File: src/rtl/two_wire_parity_char_receiver_macros.svh
// Assertion macros for the two-wire parity character receiver
`ifndef TWO_WIRE_PARITY_CHAR_RECEIVER_MACROS_SVH
`define TWO_WIRE_PARITY_CHAR_RECEIVER_MACROS_SVH

// same-cycle implication
`define TWPCR_ASSERT_IMP(lbl, ante, cons, msg) \
  lbl: assert property (@(posedge clk) disable iff (!rst_n) (ante) |-> (cons)) \
    else $error(msg);

// next-cycle implication
`define TWPCR_ASSERT_NXT(lbl, ante, cons, msg) \
  lbl: assert property (@(posedge clk) disable iff (!rst_n) (ante) |=> (cons)) \
    else $error(msg);

`endif

File: src/rtl/twpcr_pkg.sv
// Shared types and constants for the two-wire parity character receiver
package twpcr_pkg;

  localparam int unsigned DATA_BITS       = 7;
  localparam int unsigned MAX_MESSAGE_DEF = 64;
  localparam logic [6:0]  THRESH_RESET    = 7'd9;

  typedef enum logic [1:0] {
    KIND_CLK_FALL  = 2'd0,
    KIND_CLK_RISE  = 2'd1,
    KIND_DATA_FALL = 2'd2,
    KIND_DATA_RISE = 2'd3
  } kind_t;

  typedef struct packed {
    logic       drive_enable;
    logic       drive_level;
    logic       char_valid;
    logic [6:0] char_value;
    logic       parity_error;
    logic       message_ready;
    logic [6:0] message_length;
    logic       overflow;
  } res_t;

  typedef struct packed {
    logic  valid;
    kind_t kind;
    logic  data_level;
  } req_t;

endpackage

File: src/rtl/twpcr_in_stage.sv
// Input register stage for edge event requests
module twpcr_in_stage (
  input  logic              clk,
  input  logic              rst_n,
  input  logic              in_valid,
  output logic              in_ready,
  input  logic [1:0]        in_kind,
  input  logic              in_data_level,
  input  logic              advance,
  output twpcr_pkg::req_t   req
);

  logic                 valid_r;
  twpcr_pkg::kind_t     kind_r;
  logic                 level_r;

  assign in_ready = !valid_r || advance;

  always_ff @(posedge clk) begin
    if (!rst_n) begin
      valid_r <= 1'b0;
    end else if (in_ready) begin
      valid_r <= in_valid;
    end
  end

  always_ff @(posedge clk) begin
    if (in_valid && in_ready) begin
      kind_r  <= twpcr_pkg::kind_t'(in_kind);
      level_r <= in_data_level;
    end
  end

  assign req = '{valid: valid_r, kind: kind_r, data_level: level_r};

endmodule

File: src/rtl/twpcr_core.sv
// Link state and per-event update logic
`include "two_wire_parity_char_receiver_macros.svh"

module twpcr_core #(
  parameter int unsigned MAX_MESSAGE = twpcr_pkg::MAX_MESSAGE_DEF
) (
  input  logic              clk,
  input  logic              rst_n,
  input  logic              step,
  input  twpcr_pkg::req_t   req,
  input  logic [6:0]        threshold,
  output twpcr_pkg::res_t   res
);

  localparam int unsigned CNT_W = $clog2(MAX_MESSAGE + 1);
  localparam int unsigned CMP_W = (CNT_W > 7) ? CNT_W : 7;
  localparam logic [CNT_W-1:0] CNT_MAX = CNT_W'(MAX_MESSAGE);
  localparam logic [3:0] IDX_PAR  = 4'(twpcr_pkg::DATA_BITS);
  localparam logic [3:0] IDX_DONE = 4'(twpcr_pkg::DATA_BITS + 1);
  localparam logic [2:0] POS_TOP  = 3'(twpcr_pkg::DATA_BITS - 1);

  logic             clock_high_r, clock_high_nxt;
  logic [3:0]       bit_index_r, bit_index_nxt;
  logic [6:0]       shift_bits_r, shift_bits_nxt;
  logic             ones_parity_r, ones_parity_nxt;
  logic             ack_pending_r, ack_pending_nxt;
  logic             ack_good_r, ack_good_nxt;
  logic             line_driven_r, line_driven_nxt;
  logic             driven_value_r, driven_value_nxt;
  logic [CNT_W-1:0] count_r, count_nxt;

  logic             cvalid, perr, ready, ovf;
  logic [CNT_W-1:0] length;
  logic [CNT_W+6:0] length_ext;

  always_comb begin
    clock_high_nxt   = clock_high_r;
    bit_index_nxt    = bit_index_r;
    shift_bits_nxt   = shift_bits_r;
    ones_parity_nxt  = ones_parity_r;
    ack_pending_nxt  = ack_pending_r;
    ack_good_nxt     = ack_good_r;
    line_driven_nxt  = line_driven_r;
    driven_value_nxt = driven_value_r;
    count_nxt        = count_r;
    cvalid           = 1'b0;
    perr             = 1'b0;
    ready            = 1'b0;
    ovf              = 1'b0;

    unique case (req.kind)
      twpcr_pkg::KIND_CLK_FALL: begin
        clock_high_nxt = 1'b0;
      end
      twpcr_pkg::KIND_CLK_RISE: begin
        clock_high_nxt = 1'b1;
        if (ack_pending_r) begin
          ack_pending_nxt = 1'b0;
          line_driven_nxt = 1'b0;
        end else if (bit_index_r < IDX_PAR) begin
          shift_bits_nxt[POS_TOP - bit_index_r[2:0]] = req.data_level;
          ones_parity_nxt = ones_parity_r ^ req.data_level;
          bit_index_nxt   = bit_index_r + 4'd1;
        end else if (bit_index_r == IDX_PAR) begin
          if (req.data_level == !ones_parity_r) begin
            cvalid = 1'b1;
            if (count_r >= CNT_MAX) begin
              ovf = 1'b1;
            end else begin
              count_nxt = count_r + CNT_W'(1);
            end
            ack_good_nxt = 1'b1;
          end else begin
            perr         = 1'b1;
            ack_good_nxt = 1'b0;
          end
          bit_index_nxt = IDX_DONE;
        end
      end
      twpcr_pkg::KIND_DATA_FALL: begin
        if (!clock_high_r) begin
          line_driven_nxt  = 1'b1;
          driven_value_nxt = ack_good_r;
          bit_index_nxt    = 4'd0;
          shift_bits_nxt   = 7'd0;
          ones_parity_nxt  = 1'b0;
          ack_pending_nxt  = 1'b1;
          ack_good_nxt     = 1'b0;
        end
      end
      twpcr_pkg::KIND_DATA_RISE: begin
        if (clock_high_r && bit_index_r == 4'd0 &&
            CMP_W'(count_r) > CMP_W'(threshold)) begin
          ready = 1'b1;
        end
      end
      default: begin
      end
    endcase

    length = count_nxt;
    if (ready) begin
      count_nxt = '0;
    end
  end

  assign length_ext = {7'd0, length};

  assign res = '{
    drive_enable:   line_driven_nxt,
    drive_level:    line_driven_nxt & driven_value_nxt,
    char_valid:     cvalid,
    char_value:     cvalid ? shift_bits_r : 7'd0,
    parity_error:   perr,
    message_ready:  ready,
    message_length: length_ext[6:0],
    overflow:       ovf
  };

  always_ff @(posedge clk) begin
    if (!rst_n) begin
      clock_high_r   <= 1'b0;
      bit_index_r    <= 4'd0;
      shift_bits_r   <= 7'd0;
      ones_parity_r  <= 1'b0;
      ack_pending_r  <= 1'b0;
      ack_good_r     <= 1'b0;
      line_driven_r  <= 1'b0;
      driven_value_r <= 1'b0;
      count_r        <= '0;
    end else if (step) begin
      clock_high_r   <= clock_high_nxt;
      bit_index_r    <= bit_index_nxt;
      shift_bits_r   <= shift_bits_nxt;
      ones_parity_r  <= ones_parity_nxt;
      ack_pending_r  <= ack_pending_nxt;
      ack_good_r     <= ack_good_nxt;
      line_driven_r  <= line_driven_nxt;
      driven_value_r <= driven_value_nxt;
      count_r        <= count_nxt;
    end
  end

  `TWPCR_ASSERT_IMP(a_cnt_bound, 1'b1, count_r <= CNT_MAX, "count above capacity")
  `TWPCR_ASSERT_IMP(a_ovf_full, step && ovf, count_r == CNT_MAX, "overflow below capacity")
  `TWPCR_ASSERT_NXT(a_ready_clr, step && ready, count_r == '0, "count not cleared")
  `TWPCR_ASSERT_NXT(a_char_done, step && (cvalid || perr), bit_index_r == IDX_DONE,
                    "frame not closed after parity")

endmodule

File: src/rtl/twpcr_out_stage.sv
// Result register stage
module twpcr_out_stage (
  input  logic              clk,
  input  logic              rst_n,
  input  logic              load,
  input  twpcr_pkg::res_t   res,
  output logic              advance,
  output logic              out_valid,
  input  logic              out_ready,
  output twpcr_pkg::res_t   out_res
);

  logic            valid_r;
  twpcr_pkg::res_t res_r;

  assign advance   = !valid_r || out_ready;
  assign out_valid = valid_r;
  assign out_res   = res_r;

  always_ff @(posedge clk) begin
    if (!rst_n) begin
      valid_r <= 1'b0;
    end else if (advance) begin
      valid_r <= load;
    end
  end

  always_ff @(posedge clk) begin
    if (load) begin
      res_r <= res;
    end
  end

endmodule

File: src/rtl/two_wire_parity_char_receiver.sv
// Top level of the two-wire parity character receiver
// Takes one edge event request per cycle while the output is not stalled and
// gives one result per request; a request passes an input register and a
// result register before its result is shown on the out_ ports, and a
// stalled result holds both stages. The sustained rate is one request per
// clock while out_ready is high, set by the per-request state update in the
// core. cfg_wdata sets the ready threshold (reset 9); the user must write it
// only while no request is in flight, as the block does not enforce this.
module two_wire_parity_char_receiver #(
  parameter int unsigned MAX_MESSAGE = twpcr_pkg::MAX_MESSAGE_DEF
) (
  input  logic       clk,
  input  logic       rst_n,
  input  logic       cfg_we,
  input  logic [6:0] cfg_wdata,
  input  logic       in_valid,
  output logic       in_ready,
  input  logic [1:0] in_kind,
  input  logic       in_data_level,
  output logic       out_valid,
  input  logic       out_ready,
  output logic       out_drive_enable,
  output logic       out_drive_level,
  output logic       out_char_valid,
  output logic [6:0] out_char_value,
  output logic       out_parity_error,
  output logic       out_message_ready,
  output logic [6:0] out_message_length,
  output logic       out_overflow
);

  logic [6:0]      threshold_r;
  logic            advance;
  logic            step;
  twpcr_pkg::req_t req;
  twpcr_pkg::res_t res;
  twpcr_pkg::res_t out_res;

  always_ff @(posedge clk) begin
    if (!rst_n) begin
      threshold_r <= twpcr_pkg::THRESH_RESET;
    end else if (cfg_we) begin
      threshold_r <= cfg_wdata;
    end
  end

  assign step = req.valid && advance;

  twpcr_in_stage u_in (
    .clk           (clk),
    .rst_n         (rst_n),
    .in_valid      (in_valid),
    .in_ready      (in_ready),
    .in_kind       (in_kind),
    .in_data_level (in_data_level),
    .advance       (advance),
    .req           (req)
  );

  twpcr_core #(
    .MAX_MESSAGE (MAX_MESSAGE)
  ) u_core (
    .clk       (clk),
    .rst_n     (rst_n),
    .step      (step),
    .req       (req),
    .threshold (threshold_r),
    .res       (res)
  );

  twpcr_out_stage u_out (
    .clk       (clk),
    .rst_n     (rst_n),
    .load      (step),
    .res       (res),
    .advance   (advance),
    .out_valid (out_valid),
    .out_ready (out_ready),
    .out_res   (out_res)
  );

  assign out_drive_enable   = out_res.drive_enable;
  assign out_drive_level    = out_res.drive_level;
  assign out_char_valid     = out_res.char_valid;
  assign out_char_value     = out_res.char_value;
  assign out_parity_error   = out_res.parity_error;
  assign out_message_ready  = out_res.message_ready;
  assign out_message_length = out_res.message_length;
  assign out_overflow       = out_res.overflow;

endmodule
File: config.mk
export PLATFORM = sky130hd
export DESIGN_NAME = two_wire_parity_char_receiver
export DESIGN_NICKNAME = d
export VERILOG_FILES = /design/src/rtl/twpcr_pkg.sv /design/src/rtl/twpcr_in_stage.sv /design/src/rtl/twpcr_core.sv /design/src/rtl/twpcr_out_stage.sv /design/src/rtl/two_wire_parity_char_receiver.sv
export VERILOG_INCLUDE_DIRS = /design/src /design/src/rtl
export SDC_FILE = /design/constraint.sdc
export NUM_CORES = 1
export LEC_CHECK = 0
export BUFFER_PORTS_ARGS = -buffer_cell sky130_fd_sc_hd__buf_2
export CAP_MARGIN = 10
export CORE_ASPECT_RATIO = 1.2
export CORE_MARGIN = 8
export CORE_UTILIZATION = 52
export CTS_CLUSTER_SIZE = 12
export DETAILED_ROUTE_END_ITERATION = 10
export PLACE_DENSITY = 0.76
export SYNTH_ARGS = -nofsm -noshare
export SYNTH_HDL_FRONTEND = slang
export SYNTH_HIERARCHICAL = 1
export SYNTH_SLANG_ARGS = --single-unit
File: constraint.sdc
create_clock -name clk -period 2.1 [get_ports clk]
set_clock_uncertainty 0.15 [all_clocks]
set_input_delay 0.105 -clock clk [delete_from_list [all_inputs] [get_ports clk]]
set_output_delay 0.105 -clock clk [all_outputs]
set_load 0.03 [all_outputs]
==> metrics.txt <==
status=complete, no violations; pre-CTS WS=around 0.033 ns; Critical Path RT=between 2 and 2.5 ns; Mean Syn Cell Area=approximately 10 um^2; vias per inst=5.62; die area=0.00841 mm^2; drc violations=0; type of origin of the critical path=flip-flop; commonest cells after routing, fill and taps aside=buf_2, dfxtp_1, buf_4, edfxtp_1; share of cells above drive strength 1=25.7%; Worst Setup Path Type=flip-flop to flip-flop; Synth Cell Area=approximately 0.0030 mm^2; commonest register cell after synthesis=dfxtp_1; Placer Congestion=0.883; count of clock tree sinks=56; Worst-Skew Late Latency=0.31 ns; area leader, netlist=edfxtp_1; top cell type's share of synthesized area=23.2%; drt first pass iters=5; area of the multi-input gates=0.00144 mm^2; CP Data Arrival Time=slightly below 2 ns; fin cells=418; peak supply drop=0.000434 V; register area share after synthesis=around 45%; Cells after Synth=293; First DRT Iteration DRCs=214; Initial Utilization=53.2%; FF+latch area=around 0.0014 mm^2; post-synthesis async set-or-reset flop share=0%; Final ANT Viol Nets=0; Die Wd=85.1 um; critical-path cell list=inv_1 > ha_2 > nand2b_2 > nor4_4 > buf_4 > nand2_1 > xnor2_1; # diodes=0; Critical Path End Type=flip-flop; Root Driver=clkbuf_8; Core Rows=30; pwr dens=~580 mW/mm^2; top sig layer=met4; maxcap violations=0; Post-synth EDFFs=23; Synth-to-Final Area Change=19.6%; Static Leak=1.43 nW; maximum fanout along the worst path=5; Buf/Inv on CP=2; max_slew headroom=65.3%; Design Power=0.00206 W; CTS max path bufs=2; synth top area cells=edfxtp_1, dfxtp_1, ha_1; initial antenna violation count=0; Met1 Wirelength=between 2000 and 3000 um; Clock Pin Slew Worst Setup and Hold Paths=0.10 ns; Hold WC Path Type=input port to flip-flop; met2 WL=2900 um; final setup fails=0; chip height=98.9 um; post-placement cell count=392; Detailed Place HPWL=4150 um; Num CTS Buffers=5; Hold Fails Final Rpt=0; final setup margin=0.0808 ns; Fillers=about 450; FMAX=0.495 GHz; Global Route Usage Sum=14.4%; largest net degree at the start of global routing=31; via count=2348; first-pass GRT wire length=9930 um; Net Count, Synth=323; yosys warns=6; CTS tree=built; Core Region=around 0.0056 mm^2; Final Critical Period=2.02 ns; gr ovfl total=0; WHS=0.0522 ns; Synth Register Bits=56; H-tree depth=2; most common cell after layout, fill and taps aside=buf_2; Slowest cell on crit path=edfxtp_1; vias in the first global route=roughly 2200; Final Max Slew Viols=0; final worst path period share=96.2%; RSZ-0062 raised after global routing=yes; IO Count=37; Total Wirelength=6010 um; DR WL/cell=14.4 um; fin nets=about 380; Least-Margin Pin Slew=0.517 ns; family with the most delay on the worst path=simple AND/OR/NAND/NOR gates; Yosys cell types=57; WL met3=approximately 370 um; Largest stage delay, worst path=roughly 0.43 ns; port buffer count=36
-- timing repair --
action,CTS,global route
setup buffers,0,1
resized for setup,0,9
endpoints found under the hold margin,15,0
setup endpoints to repair,0,19
hold buffers,17,0
-- power breakdown --
part | leakage (nW) | switching [W] | internal [W]
clock | 0.0463 | 0.000375 | 0.000246
sequential | 0.488 | 0.0000164 | 0.00116
combinational | 0.892 | 0.000153 | 0.000108
-- final timing paths --
check | from | endpoint | slack, ns | depth (start not counted)
max reg2reg | u_in/kind_r[1] | u_out/out_res[5] | 0.08 | 7
max | u_in/kind_r[1] | u_out/out_res[5] | 0.08 | 7
min reg2reg | u_core/driven_value_r | u_core/driven_value_r | 0.32 | 2
min | cfg_we | threshold_r[3] | 0.05 | 3
-- per-stage QoR --
| step | TNS (ns) | utilization [%] | area, um^2 |
|---|---|---|---|
| 6_report | 0 | 63.6 | 3560 |
| 5_1_grt | -0.0197 | 63.6 | 3560 |
| 4_1_cts | 0 | 63.1 | 3530 |
| 3_5_place_dp | 0 | 58.3 | 3260 |
| 3_3_place_gp | 0 | 58.3 | 3260 |
| 2_1_floorplan | 0 | - | 2980 |
-- per-layer routing --
metal,GRT usage [%],up-vias
li1,-,1181
met1,17.1,1090
met2,23.7,69
met3,3.91,8
met4,6.18,0
met5,0,-
-- worst reg2reg max path, cell delays in order, from the launching register on --
cell and delay, ns:
edfxtp_1 0.43, inv_1 0.10, ha_2 0.23, nand2b_2 0.12, nor4_4 0.37, buf_4 0.19
nand2_1 0.06, xnor2_1 0.14
-- Yosys cell counts, types with 2 or more instances --
cell / number
nor2b_1: 14
nor2_1: 13
o31ai_1: 4
o21ai_0: 9
nor3b_1: 3
nand2_1: 19
o41ai_1: 3
nor3_1: 7
a21boi_0: 2
and2_1: 10
buf_4: 10
a211oi_1: 2
nand3_1: 4
a211o_1: 2
buf_6: 2
xor2_1: 3
xnor2_1: 5
dfxtp_1: 33
edfxtp_1: 23
or4_4: 2
inv_1: 18
nand2b_4: 2
mux2i_1: 10
nand3b_1: 4
nand4b_1: 2
o211ai_1: 3
ha_1: 15
a21boi_2: 2
a31oi_1: 6
clkbuf_1: 10
and4_1: 2
o311ai_0: 8
nand4_1: 5
a21oi_1: 13
-- state kept, by name (all words and copies together), names as in the netlist --
| signal | cells |
|---|---|
| u_core/ack_pending_r | 1 |
| u_core/line_driven_r | 1 |
| u_in/valid_r | 1 |
| u_out/out_valid | 1 |
| u_core/driven_value_r | 1 |
| u_in/level_r | 1 |
| u_core/ones_parity_r | 1 |
| u_core/ack_good_r | 1 |
| u_in/kind_r | 2 |
| u_out/out_res | 20 |
| u_core/shift_bits_r | 7 |
| u_core/clock_high_r | 1 |
| u_core/count_r | 7 |
| u_core/bit_index_r | 4 |
| threshold_r | 7 |
-- layout make-up --
type,count,share of cell area (%)
Tap cell,64,2.25
Timing Repair Buffer,76,14.7
Sequential cell,56,38.0
Multi-Input combinational cell,195,40.4
Clock buffer,5,1.93
Clock inverter,3,0.773
Inverter,19,2.00
-- kinds of logic after synthesis --
kind of cell | synth area share [%]
compound gates | 15.5
xor+xnor | 2.36
fa+ha+maj | 6.31
buf+inv | 7.06
flops | 45.4
mux | 3.36
simple gates | 20.0
(Power assumes the default switching activity.)
